### src/hw/rtl/bsfrb_pkg.sv
`timescale 1ns / 1ps
`default_nettype none
// ----------------------------------------------------------------------------
// bsfrb_pkg: shared types for the byte stuffed frame ring buffer
// Request record, queue entry and sequencer states.
// ----------------------------------------------------------------------------
package bsfrb_pkg;

   localparam logic CMD_PUSH = 1'b0;
   localparam logic CMD_POP  = 1'b1;

   localparam logic [1:0] CSR_SIZE  = 2'd0;
   localparam logic [1:0] CSR_START = 2'd1;
   localparam logic [1:0] CSR_END   = 2'd2;
   localparam logic [1:0] CSR_ESC   = 2'd3;

   localparam logic [1:0] STAT_OK    = 2'd0;
   localparam logic [1:0] STAT_EMPTY = 2'd1;
   localparam logic [1:0] STAT_BROKE = 2'd2;

   typedef enum logic [1:0] {
      MODE_EMPTY  = 2'd0,
      MODE_NORMAL = 2'd1,
      MODE_FULL   = 2'd2,
      MODE_OVER   = 2'd3
   } mode_type;

   typedef struct packed {
      logic       cmd;
      logic [7:0] data;
      logic       first;
      logic       last;
      logic       is_code;
   } item_type;

   typedef enum logic [3:0] {
      ST_IDLE,
      ST_P_START,
      ST_P_ESC,
      ST_P_DATA,
      ST_P_END,
      ST_HUNT_RD,
      ST_HUNT_CHK,
      ST_RD,
      ST_RD_CHK,
      ST_DONE
   } state_type;

endpackage
`default_nettype wire

### src/hw/rtl/bsfrb_front.sv
`timescale 1ns / 1ps
`default_nettype none
// ----------------------------------------------------------------------------
// bsfrb_front: request intake
// Classifies each request (code byte or not) and queues it, two deep.
// ----------------------------------------------------------------------------
module bsfrb_front
   import bsfrb_pkg::*;
(
   input  wire logic       clock,
   input  wire logic       reset,
   input  wire logic       req_valid,
   output logic            req_ready,
   input  wire logic       req_command,
   input  wire logic [7:0] req_data_in,
   input  wire logic       req_frame_first,
   input  wire logic       req_frame_last,
   input  wire logic [7:0] start_code,
   input  wire logic [7:0] end_code,
   input  wire logic [7:0] escape_code,
   output logic            q_valid,
   input  wire logic       q_take,
   output item_type        q_item
);

   item_type   slot_ff [2];
   logic       rd_ff, rd_in, wr_ff, wr_in;
   logic [1:0] cnt_ff, cnt_in;
   logic       push, pop;

   assign req_ready = (cnt_ff != 2'd2);
   assign q_valid   = (cnt_ff != 2'd0);
   assign q_item    = slot_ff[rd_ff];
   assign push      = req_valid && req_ready;
   assign pop       = q_take && q_valid;

   always_comb begin
      rd_in  = pop ? ~rd_ff : rd_ff;
      wr_in  = push ? ~wr_ff : wr_ff;
      cnt_in = cnt_ff + {1'b0, push} - {1'b0, pop};
   end

   always_ff @(posedge clock) begin
      if (reset) begin
         rd_ff  <= 1'b0;
         wr_ff  <= 1'b0;
         cnt_ff <= 2'd0;
      end else begin
         rd_ff  <= rd_in;
         wr_ff  <= wr_in;
         cnt_ff <= cnt_in;
      end
      if (push) begin
         slot_ff[wr_ff].cmd     <= req_command;
         slot_ff[wr_ff].data    <= req_data_in;
         slot_ff[wr_ff].first   <= req_frame_first;
         slot_ff[wr_ff].last    <= req_frame_last;
         slot_ff[wr_ff].is_code <= (req_data_in == start_code) ||
                                   (req_data_in == end_code) ||
                                   (req_data_in == escape_code);
      end
   end

`ifndef NO_ASSERTIONS
   a_cnt_max: assert property (@(posedge clock) disable iff (reset) cnt_ff != 2'd3)
      else $error("queue count overflow");
   a_full_block: assert property (@(posedge clock) disable iff (reset)
      cnt_ff == 2'd2 && !pop |=> cnt_ff == 2'd2)
      else $error("full queue changed without take");
   a_empty_ptr: assert property (@(posedge clock) disable iff (reset)
      cnt_ff == 2'd0 |-> rd_ff == wr_ff)
      else $error("empty queue pointers differ");
`endif

endmodule
`default_nettype wire

### src/hw/rtl/bsfrb_back.sv
`timescale 1ns / 1ps
`default_nettype none
// ----------------------------------------------------------------------------
// bsfrb_back: store sequencer
// Writes stuffed bytes into the ring store and decodes pops, one store
// access per cycle, with a registered response.
// ----------------------------------------------------------------------------
module bsfrb_back
   import bsfrb_pkg::*;
#(
   parameter int STORE_DEPTH = 256
)(
   input  wire logic       clock,
   input  wire logic       reset,
   input  wire logic       q_valid,
   output logic            q_take,
   input  item_type        q_item,
   input  wire logic       csr_write,
   input  wire logic [1:0] csr_index,
   input  wire logic [8:0] csr_data,
   input  wire logic [7:0] start_code,
   input  wire logic [7:0] end_code,
   input  wire logic [7:0] escape_code,
   output logic            rsp_valid,
   input  wire logic       rsp_ready,
   output logic [7:0]      rsp_data_out,
   output logic            rsp_frame_end,
   output logic [1:0]      rsp_status,
   output logic            rsp_overwritten
);

   localparam int AW = $clog2(STORE_DEPTH);

   logic [7:0]    mem [STORE_DEPTH];
   logic [7:0]    rdata_ff;
   logic          rd_en;
   logic [AW-1:0] rd_addr;
   logic          wr_en;
   logic [AW-1:0] wr_addr;
   logic [7:0]    wr_data;

   logic [8:0]    size_ff;
   logic [AW:0]   size_lim;
   logic [AW-1:0] widx_ff, widx_in, ridx_ff, ridx_in;
   mode_type      mode_ff, mode_in;
   logic          inf_ff, inf_in;
   state_type     st_ff, st_in;
   item_type      it_ff;
   logic          load;
   logic [AW:0]   hunt_ff, hunt_in;
   logic          dec_ff, dec_in;
   logic [7:0]    d_ff, d_in;
   logic          esc_ff, esc_in;
   logic          ov_ff, ov_in, fe_ff, fe_in, rv_ff, rv_in;
   logic [7:0]    do_ff, do_in;
   logic [1:0]    stat_ff, stat_in;
   logic [AW-1:0] nw, nr;
   logic [7:0]    pb;

   always_comb begin
      if (size_ff == 9'd0) size_lim = (AW+1)'(1);
      else if ({23'd0, size_ff} > 32'(STORE_DEPTH)) size_lim = (AW+1)'(STORE_DEPTH);
      else size_lim = (AW+1)'(size_ff);
   end

   function automatic logic [AW-1:0] nxt(input logic [AW-1:0] i, input logic [AW:0] lim);
      logic [AW:0] t;
      t = {1'b0, i} + (AW+1)'(1);
      return (t >= lim) ? '0 : t[AW-1:0];
   endfunction

   always_ff @(posedge clock) begin
      if (wr_en) mem[wr_addr] <= wr_data;
      if (rd_en) rdata_ff <= mem[rd_addr];
   end

   assign q_take = load;
   assign rsp_valid       = rv_ff;
   assign rsp_data_out    = do_ff;
   assign rsp_frame_end   = fe_ff;
   assign rsp_status      = stat_ff;
   assign rsp_overwritten = ov_ff;

   always_comb begin
      st_in = st_ff; widx_in = widx_ff; ridx_in = ridx_ff; mode_in = mode_ff;
      inf_in = inf_ff; hunt_in = hunt_ff; dec_in = dec_ff; d_in = d_ff;
      esc_in = esc_ff; do_in = do_ff; fe_in = fe_ff; stat_in = stat_ff;
      ov_in = ov_ff; rv_in = rv_ff && !rsp_ready;
      load = 1'b0; wr_en = 1'b0; wr_addr = widx_ff; wr_data = 8'd0;
      rd_en = 1'b0; rd_addr = ridx_ff; pb = 8'd0;
      nw = nxt(widx_ff, size_lim);
      nr = nxt(ridx_ff, size_lim);
      case (st_ff)
         ST_IDLE: begin
            if (q_valid && !rv_ff) begin
               load = 1'b1;
               do_in = 8'd0; fe_in = 1'b0; stat_in = STAT_OK;
               if (q_item.cmd == CMD_PUSH) begin
                  if (q_item.first) st_in = ST_P_START;
                  else if (q_item.is_code) st_in = ST_P_ESC;
                  else st_in = ST_P_DATA;
               end else if (mode_ff == MODE_OVER) begin
                  ridx_in = widx_ff; hunt_in = '0; inf_in = 1'b0;
                  st_in = ST_HUNT_RD;
               end else if (mode_ff == MODE_EMPTY) begin
                  stat_in = STAT_EMPTY; st_in = ST_DONE;
               end else begin
                  st_in = ST_RD; dec_in = 1'b0; esc_in = 1'b0;
               end
            end
         end
         ST_P_START, ST_P_ESC, ST_P_DATA, ST_P_END: begin
            case (st_ff)
               ST_P_START: begin
                  pb = start_code;
                  st_in = it_ff.is_code ? ST_P_ESC : ST_P_DATA;
               end
               ST_P_ESC: begin pb = escape_code; st_in = ST_P_DATA; end
               ST_P_DATA: begin
                  pb = it_ff.is_code ? it_ff.data + 8'd1 : it_ff.data;
                  st_in = it_ff.last ? ST_P_END : ST_DONE;
               end
               default: begin pb = end_code; st_in = ST_DONE; end
            endcase
            wr_en = 1'b1; wr_data = pb; widx_in = nw;
            if (mode_ff == MODE_FULL || mode_ff == MODE_OVER) mode_in = MODE_OVER;
            else if (nw == ridx_ff) mode_in = MODE_FULL;
            else mode_in = MODE_NORMAL;
         end
         ST_HUNT_RD: begin
            rd_en = 1'b1; st_in = ST_HUNT_CHK;
         end
         ST_HUNT_CHK: begin
            if (rdata_ff == start_code) begin
               mode_in = (ridx_ff == widx_ff) ? MODE_FULL : MODE_NORMAL;
               st_in = ST_RD; dec_in = 1'b0; esc_in = 1'b0;
            end else begin
               ridx_in = nr; hunt_in = hunt_ff + (AW+1)'(1);
               if (nr == widx_ff || hunt_ff + (AW+1)'(1) >= size_lim) begin
                  mode_in = MODE_EMPTY; stat_in = STAT_EMPTY; st_in = ST_DONE;
               end else st_in = ST_HUNT_RD;
            end
         end
         ST_RD: begin
            if (!inf_ff && !dec_ff) begin
               ridx_in = nr;
               if (nr == widx_ff) begin
                  mode_in = MODE_EMPTY; stat_in = STAT_BROKE; st_in = ST_DONE;
               end else begin
                  if (mode_ff == MODE_FULL) mode_in = MODE_NORMAL;
                  dec_in = 1'b1;
               end
            end else begin
               dec_in = 1'b1; rd_en = 1'b1; st_in = ST_RD_CHK;
            end
         end
         ST_RD_CHK: begin
            // three phases by esc_ff / fe_ff(used as "at end check")
            if (!fe_ff) begin
               // rdata is payload byte (or escape second byte when esc_ff)
               ridx_in = nr;
               if (nr == widx_ff) mode_in = MODE_EMPTY;
               else if (mode_ff == MODE_FULL) mode_in = MODE_NORMAL;
               if (!esc_ff && rdata_ff == escape_code) begin
                  if (nr == widx_ff) begin
                     inf_in = 1'b0; stat_in = STAT_BROKE; st_in = ST_DONE;
                  end else begin
                     esc_in = 1'b1; st_in = ST_RD;
                  end
               end else begin
                  d_in = esc_ff ? rdata_ff - 8'd1 : rdata_ff;
                  if (nr == widx_ff) begin
                     inf_in = 1'b0; stat_in = STAT_BROKE; st_in = ST_DONE;
                  end else begin
                     fe_in = 1'b1; st_in = ST_RD;
                  end
               end
            end else begin
               do_in = d_ff;
               if (rdata_ff == end_code) begin
                  ridx_in = nr; inf_in = 1'b0;
                  if (nr == widx_ff) mode_in = MODE_EMPTY;
                  else if (mode_ff == MODE_FULL) mode_in = MODE_NORMAL;
               end else begin
                  fe_in = 1'b0; inf_in = 1'b1;
               end
               st_in = ST_DONE;
            end
         end
         ST_DONE: begin
            if (stat_in != STAT_OK) begin do_in = 8'd0; fe_in = 1'b0; end
            ov_in = (mode_ff == MODE_OVER);
            rv_in = 1'b1; st_in = ST_IDLE;
         end
         default: st_in = ST_IDLE;
      endcase
      if (csr_write && csr_index == CSR_SIZE) begin
         widx_in = '0; ridx_in = '0; mode_in = MODE_EMPTY; inf_in = 1'b0;
      end
   end

   always_ff @(posedge clock) begin
      if (reset) begin
         st_ff <= ST_IDLE; widx_ff <= '0; ridx_ff <= '0; mode_ff <= MODE_EMPTY;
         inf_ff <= 1'b0; rv_ff <= 1'b0; size_ff <= 9'd256;
      end else begin
         st_ff <= st_in; widx_ff <= widx_in; ridx_ff <= ridx_in; mode_ff <= mode_in;
         inf_ff <= inf_in; rv_ff <= rv_in;
         if (csr_write && csr_index == CSR_SIZE) size_ff <= csr_data;
      end
      if (load) it_ff <= q_item;
      hunt_ff <= hunt_in; dec_ff <= dec_in; d_ff <= d_in; esc_ff <= esc_in;
      do_ff <= do_in; fe_ff <= fe_in; stat_ff <= stat_in; ov_ff <= ov_in;
   end

`ifndef NO_ASSERTIONS
   a_idx_w: assert property (@(posedge clock) disable iff (reset)
      {1'b0, widx_ff} < size_lim) else $error("write index past size");
   a_idx_r: assert property (@(posedge clock) disable iff (reset)
      {1'b0, ridx_ff} < size_lim) else $error("read index past size");
   a_load: assert property (@(posedge clock) disable iff (reset)
      load |-> !rv_ff) else $error("request taken with response pending");
   a_done: assert property (@(posedge clock) disable iff (reset)
      st_ff == ST_DONE |=> rv_ff) else $error("response not raised");
`endif

endmodule
`default_nettype wire

### src/hw/rtl/byte_stuffed_frame_ring_buffer_unit.sv
`timescale 1ns / 1ps
`default_nettype none
// ----------------------------------------------------------------------------
// byte_stuffed_frame_ring_buffer_unit: framed byte ring store
// Push requests stuff one payload byte into the ring; pop requests return
// one decoded byte with a frame end flag, status and overwrite mark.
//
// Channels: req_* request in (valid/ready), rsp_* one response per request,
// csr_* register writes (index 0 size, 1 start, 2 end, 3 escape code).
// A two deep request queue feeds a sequencer that makes one store access
// per cycle. A push writes one store byte per access and then responds; a
// pop on an empty store responds without reading, and after an overwrite a
// pop first scans the store byte by byte in a hunt for the start code. A
// queued request is taken in the cycle after the response is taken.
// Reset empties the ring, clears the indices and loads the default codes.
// A stalled response holds the sequencer; the queue still accepts up to
// two further requests.
// ----------------------------------------------------------------------------
module byte_stuffed_frame_ring_buffer_unit
   import bsfrb_pkg::*;
#(
   parameter int STORE_DEPTH = 256
)(
   input  wire logic       clock,
   input  wire logic       reset,
   input  wire logic       req_valid,
   output logic            req_ready,
   input  wire logic       req_command,
   input  wire logic [7:0] req_data_in,
   input  wire logic       req_frame_first,
   input  wire logic       req_frame_last,
   output logic            rsp_valid,
   input  wire logic       rsp_ready,
   output logic [7:0]      rsp_data_out,
   output logic            rsp_frame_end,
   output logic [1:0]      rsp_status,
   output logic            rsp_overwritten,
   input  wire logic       csr_write,
   input  wire logic [1:0] csr_index,
   input  wire logic [8:0] csr_data
);

   logic [7:0] start_ff, end_ff, esc_ff;
   logic       q_valid, q_take;
   item_type   q_item;

   always_ff @(posedge clock) begin
      if (reset) begin
         start_ff <= 8'd170; end_ff <= 8'd187; esc_ff <= 8'd204;
      end else if (csr_write) begin
         case (csr_index)
            CSR_START: start_ff <= csr_data[7:0];
            CSR_END:   end_ff   <= csr_data[7:0];
            CSR_ESC:   esc_ff   <= csr_data[7:0];
            default: ;
         endcase
      end
   end

   bsfrb_front u_front (
      .clock, .reset, .req_valid, .req_ready, .req_command, .req_data_in,
      .req_frame_first, .req_frame_last,
      .start_code(start_ff), .end_code(end_ff), .escape_code(esc_ff),
      .q_valid, .q_take, .q_item
   );

   bsfrb_back #(.STORE_DEPTH(STORE_DEPTH)) u_back (
      .clock, .reset, .q_valid, .q_take, .q_item, .csr_write, .csr_index, .csr_data,
      .start_code(start_ff), .end_code(end_ff), .escape_code(esc_ff),
      .rsp_valid, .rsp_ready, .rsp_data_out, .rsp_frame_end, .rsp_status,
      .rsp_overwritten
   );

endmodule
`default_nettype wire

### config.mk
export PLATFORM = sky130hd
export DESIGN_NAME = byte_stuffed_frame_ring_buffer_unit
export DESIGN_NICKNAME = d
export VERILOG_FILES = /design/src/hw/rtl/bsfrb_pkg.sv /design/src/hw/rtl/bsfrb_front.sv /design/src/hw/rtl/bsfrb_back.sv /design/src/hw/rtl/byte_stuffed_frame_ring_buffer_unit.sv
export SDC_FILE = /design/constraint.sdc
export NUM_CORES = 2
export LEC_CHECK = 0
export CELL_PAD_IN_SITES_DETAIL_PLACEMENT = 0
export CELL_PAD_IN_SITES_GLOBAL_PLACEMENT = 1
export CORE_ASPECT_RATIO = 1.1
export CORE_MARGIN = 2
export CORE_UTILIZATION = 25
export CTS_CLUSTER_DIAMETER = 40
export CTS_CLUSTER_SIZE = 40
export DETAILED_ROUTE_END_ITERATION = 8
export DONT_BUFFER_PORTS = 1
export MAX_ROUTING_LAYER = met4
export PLACE_DENSITY_LB_ADDON = 0.12
export SLEW_MARGIN = 5
export SYNTH_ARGS = -nofsm -noshare
export SYNTH_HDL_FRONTEND = slang
export SYNTH_SLANG_ARGS = --single-unit
### constraint.sdc
create_clock -name clock -period 14.55 [get_ports clock]
set_input_delay 2.91 -clock clock [delete_from_list [all_inputs] [get_ports clock]]
set_output_delay 2.91 -clock clock [all_outputs]
set_load 0.01 [all_outputs]
Yosys cells after proc, flatten, opt, wreduce, memory -nomap -nowiden
Memories as Yosys holds them, arrays and structs flattened. A register that Yosys moved wholly into a read port is not among the register bits.
Cells that the tools add are included.
{ "op_classes": {"shift": 0, "n_addsub": 7, "magnitude_cmp": 4, "multipliers": 0, "div_mod_pow": 0, "n_bitwise": 4, "n_eq_ne": 43, "n_reduce_logical": 45, "mux": 99} }
{ "ops": {"columns": ["cell", "n"], "rows": [
  ["$mux W8", 15],
  ["$eq A8 B8 Y1", 9],
  ["$mux W9", 6],
  ["$mux W4", 12],
  ["$pmux W8 S3", 2],
  ["$mux W2", 18],
  ["$mux W1", 35],
  ["$pmux W8 S4", 1],
  ["$ge A9 B9 Y1", 3],
  ["$pmux W4 S6", 1],
  ["$add A8 B1 Y9 const B", 2],
  ["$ne A2 B1 Y1 const B", 9],
  ["$pmux W9 S2", 1],
  ["$eq A4 B3 Y1 const B", 4],
  ["$pmux W2 S4", 2],
  ["$reduce_and A7 Y1", 2],
  ["$ne A2 B2 Y1 const B", 6],
  ["$pmux W4 S3", 1],
  ["$reduce_and A5 Y1", 2],
  ["$add A9 B1 Y9 const B", 1],
  ["$gt A9 B9 Y1 const B", 1],
  ["$logic_not A9 Y1", 1],
  ["$ne A3 B3 Y1 const B", 3],
  ["$pmux W1 S3", 3],
  ["27 further kinds", 62]
]} }
{ "word_totals": {"out_inout_bits": 14, "ramBits": 2072, "ff_bits": 102, "wordCells": 228, "latch_bits": 0, "rom_bits": 0, "inputBits": 27, "memories": 2} }
{ "memory_table": {"columns": ["name", "words", "word_bits", "rd", "rd_clocked_by_memory_dff", "wr", "line", "source"], "rows": [
  ["u_back.mem", 256, 8, 1, 1, 1, "bsfrb_back.sv:34", "logic [7:0] mem [STORE_DEPTH];"],
  ["u_front.slot_ff", 2, 12, 1, 1, 1, "bsfrb_front.sv:26", "item_type slot_ff [2];"]
]} }

Depth between registers and ports, before layout
{ "logic_depth": {"word_depth": 10, "ltp_mapped": 15, "mapped_depth_nobuf": 13} }

Hierarchy
A second synthesis with hierarchy kept.
{ "unflattened": {"hier_cells": 4146, "hier_area_um2": 87109.8} }
{ "modules_own_cells": {"columns": ["mod", "seq_area_each_um2", "instances", "area_per_inst_um2", "cells_per_inst"], "rows": [
  ["bsfrb_back", 63631.0, 1, 84775.1, 3956],
  ["bsfrb_front", 820.8, 1, 1351.3, 93],
  ["byte_stuffed_frame_ring_buffer_unit", 480.5, 1, 983.4, 97]
]} }

Worst setup path after synthesis
Ideal clock, no wire load.
{ "synth_path": {"kind": "reg2reg", "start": "register u_back.st_ff[1]", "end": "memory u_back.mem[0][1], data pin", "stages_incl_launch_ff": 7, "n_path_buf": 2, "required_time_ns": 12.303, "t_arrival_ns": 11.452, "synth_period_minus_slack_ns": 13.699, "setup_slack_ns": 0.851, "cell_sequence": "dfxtp_1 > clkbuf_1 > clkbuf_1 > a21oi_1 > nor2_1 > a31oi_1 > a211oi_1"} }
{ "synth_between": {"elab_chain_cells": 3} }
{ "synth_lines": {"columns": ["item", "line", "source"], "rows": [
  ["from (decl)", "bsfrb_back.sv:47", "state_type st_ff, st_in;"],
  ["from (signal assigned)", "bsfrb_back.sv:207", "st_ff <= st_in; widx_ff <= widx_in; ridx_ff <= ridx_in; mode_ff <= mode_in;"],
  ["$eq A4 B2 Y1, or another cell as far along", "bsfrb_back.sv:93, bsfrb_back.sv:113", null],
  ["$pmux W8 S3 or $reduce_or A4 Y1 (tied branches)", "bsfrb_back.sv:113, bsfrb_back.sv:93", null],
  ["$mux W8 *", "bsfrb_back.sv:93", "case (st_ff)"],
  ["net u_back.wr_data[1]", "bsfrb_back.sv:40", "logic [7:0] wr_data;"],
  ["to (decl)", "bsfrb_back.sv:34", null]
]} }
The timed path passes the listed nets; every way through them passes the cells marked *.

Final worst setup path
{ "layout_path": {"start": "register u_back.ridx_ff[3], in the netlist u_back.rd_addr[3]", "end": "register u_back.stat_ff[0], in the netlist u_back.rsp_status[0] (enable)"} }
{ "layout_between": {"elab_chain_cells": 7} }
{ "layout_lines": {"columns": ["item", "line", "source"], "rows": [
  ["from (decl)", "bsfrb_back.sv:44", "logic [AW-1:0] widx_ff, widx_in, ridx_ff, ridx_in;"],
  ["from (signal assigned)", "bsfrb_back.sv:207", null],
  ["$add A8 B1 Y9 *", "bsfrb_back.sv:68", "t = {1'b0, i} + (AW+1)'(1);"],
  ["$ge A9 B9 Y1", "bsfrb_back.sv:69", "return (t >= lim) ? '0 : t[AW-1:0];"],
  ["$mux W8 *", "bsfrb_back.sv:69", null],
  ["$eq A8 B8 Y1 *", null, null],
  ["$logic_or A1 B1 Y1 *", "bsfrb_back.sv:139", "if (nr == widx_ff || hunt_ff + (AW+1)'(1) >= size_lim) begin"],
  ["$ne A2 B1 Y1 (no line) *", null, null],
  ["$reduce_and A6 Y1 (no line) *", null, null],
  ["to (signal assigned)", "bsfrb_back.sv:213", "do_ff <= do_in; fe_ff <= fe_in; stat_ff <= stat_in; ov_ff <= ov_in;"],
  ["to (decl)", "bsfrb_back.sv:56", "logic [1:0] stat_ff, stat_in;"]
]} }
Mark *: on every way between the ends. The rest lies on a longest branch, timed or not.
A chain may end at the register's enable or synchronous reset.

==> metrics <==
CP bufs+invs=1; fin. max-slew vios=0; minimum clock period=5.48 ns; Crit-path slowest cell=buf_4; total placed cells including tap cells=8,592; WHS Path Cells=2; period utilization=37.7%; first-pass GRT wire length=366,000 microns; critical path class=reg -> reg; largest family of logic cells by synthesized area=multiplexers; Distinct cells, synth=58; Yosys reg bits=2,183; syn avg cell area=21.1 sq um; IO buf count=0; vias per cell=4.53; IO Pins=41; Core Area=0.347 sq mm; vias in the first global route=44,909; Post CTS Setup Buffer Count=0; post-synthesis sequential area ratio=74.7%; final wirelength=261,000 microns; Fill cells=33,345; CTS buffer count=375; All-Layer GR Usage=15.1%; Nets=4,457; Hold WC Path Type=reg -> reg; Vias=42,065; Die H=623 microns; Top FF cell, synth=edfxtp_1; Final Hold Vio Count=0; DR WL/cell=28.1 microns; RSZ-0062 raised after global routing=no; dpl hpwl=157,000 microns; layout cells sized above 1=31.9%; Startpoint Class=flip-flop; pwr/cell area=214 mW/mm^2; Yosys warning count=0; gr ovfl total=0; Max-slew headroom=8.68%; crit path cell chain=buf_4, nand4_1, or2_2, xnor2_1, ha_1, a21oi_1, o21ai_0, a21oi_1, o21ai_0, a221oi_1, and2_1, o21ai_0, a211oi_1; clock sinks=2,183; Clk pin slew, worst setup/hold paths=0.05 ns; post-CTS sizing=0; outcome=completed; ys async rst share=0%; TritonRoute pass-1 iters=5; Die Wd=566 microns; Worst Tran Pin Value=1.36 ns; Hold Buf Count CTS=0; CTS Root Buffer Type=clkbuf_16; EDFF count, synth=2,121; Cell Count, Final, Fillers Out=9,292; Crit path arrival time=6.00 ns; crit end category=flip-flop; slowest stage delay, CP=0.69 ns; Required @ worst endpoint=15.07 ns; Synth Instances=4,120; commonest non-fill, non-tap cell in the layout=edfxtp_1; Placer Congestion=0.745; # DRC=0; Static Leakage=0.0325 uW; Compound-Gate Fraction of Synth Area=1.24%; worst vdd ir=231 uV; Synthesized Nets=4,188; clock skew=0.0548 ns; FP Rows=227; number of cells on the critical path=13; Simple-Gate Fraction of Synth Area=3.28%; Worst-Skew Late Latency=0.88 ns; initial core utilization=25.1%; Max FO, Critical Path=33; total negative slack=0 ns; CTS tree=yes; Post-Synth Adder-Cell Area=0.590%; initial antenna violation count=24; htree depth=5; family with the most delay on the worst path=compound AO/OA/AOI/OAI gates; final setup violating endpoints=0; Routed Antenna Nets=0; synth-to-layout area growth=21.9%; post-synthesis mux area share=17.9%; most frequent cells in the layout=edfxtp_1, mux4_2, clkbuf_16; most used cell, CP=o21ai_0; Synth Area in XOR/XNOR=0.994%; die footprint=0.353 sq mm; R2R cell count=13; FMAX=183 MHz; initial DRC count=2,963; Mapped Area=0.0870 sq mm; max-cap check violation count=0; largest net degree at the start of global routing=183; Bufs on Longest Clock Path=4
## flip-flops by register name, summed over array words and instances (netlist names), 9 cells and up, named ones only
signal and cells:
u_back.hunt_ff 9, u_back.it_ff 10, u_back.mem 2048, u_back.size_ff 9, u_front.slot_ff 24
## per-layer routing
metal	wire length [microns]	part of all wire, %	track usage, %
met1	113000	43	19.1
met5	0	0	-
met2	129000	49	24.5
met3	12800	4.9	2.90
met4	7140	2.7	4.45
## Yosys cell counts (3+ instances only)
master	n	share of area (%)
a211o_1	10	0.10
a211oi_1	19	0.16
a21o_1	3	0.026
a21oi_1	58	0.33
a221oi_1	4	0.040
a22oi_1	13	0.11
a31oi_1	8	0.058
and2_1	6	0.043
and3_1	20	0.14
buf_1	27	0.12
buf_2	59	0.34
clkbuf_1	153	0.66
clkbuf_2	5	0.029
dfxtp_1	62	1.4
edfxtp_1	2121	73
ha_1	41	0.59
inv_1	26	0.11
mux2_2	11	0.14
mux2i_1	16	0.18
mux4_2	680	18
nand2_1	110	0.47
nand2b_1	5	0.036
nand3_1	46	0.26
nand3b_1	13	0.11
nand4_1	20	0.14
nor2_1	368	1.6
nor2b_1	11	0.079
nor3_1	12	0.069
nor3b_1	5	0.043
nor4_1	12	0.086
nor4b_1	3	0.030
o21a_1	4	0.035
o21ai_0	29	0.17
o2bb2ai_1	3	0.030
o31ai_1	4	0.035
or2_2	9	0.065
or3_1	7	0.050
xnor2_1	60	0.60
xnor3_1	3	0.078
xor2_1	31	0.31
## cell type report
type	instances	area, sq um	share of cell area [%]
Antenna cell	9	22.5	0.0213
Timing Repair Buffer	138	1120	1.06
Inverter	28	105	0.0992
Tap cell	4580	5730	5.41
Clock inverter	276	3280	3.10
Clock buffer	415	9680	9.14
Multi-Input combinational cell	1663	21100	19.9
Sequential cell	2183	65000	61.3
## stage by stage
step | setup WS (ns) | power [uW] | hold WS, ns | util, % | instance area [sq um]
final | 9.07 | 22700 | 0.509 | 30.6 | 106000
after global routing | 8.58 | 23700 | 0.532 | 30.6 | 106000
after CTS | 8.80 | 23200 | 0.510 | 30.6 | 106000
after detailed placement | 8.81 | 14100 | 0.504 | 26.8 | 93000
after global placement | 8.82 | 14000 | 0.499 | 26.8 | 93000
after floorplan | 0.851 | 11800 | 0.461 | - | 87000
## power breakdown
part / switching (uW) / leakage [uW] / internal (uW)
clock: 3230 / 0.00622 / 5800
combinational: 3540 / 0.00624 / 1890
sequential: 165 / 0.0200 / 8100
total: 6930 / 0.0325 / 15800
## worst min-delay path, stage by stage, from the launching register on
cell	delay, ns
dfxtp_1	0.34
nand2_1	0.07
mux2i_1	0.05
## logic make-up (layout without fill, tap and decap cells)
group / count (synthesis) / after routing
xor+xnor: 94 / 94
simple gates: 652 / 652
fa+ha+maj: 41 / 41
mux: 707 / 707
flops: 2183 / 2183
compound gates: 169 / 169
buf+inv: 274 / 857
other cells: 0 / 9
## path summary, 6_finish.rpt
kind	start	endpoint	slack (ns)
worst min register to register	u_back.mode_ff[1]	u_back.mode_ff[1]	0.51
worst max-delay path	u_back.rd_addr[3]	u_back.rsp_status[0]	9.07
worst min-delay path	u_back.mode_ff[1]	u_back.mode_ff[1]	0.51
worst max register to register	u_back.rd_addr[3]	u_back.rsp_status[0]	9.07
Power figures use the tool's default switching activity.
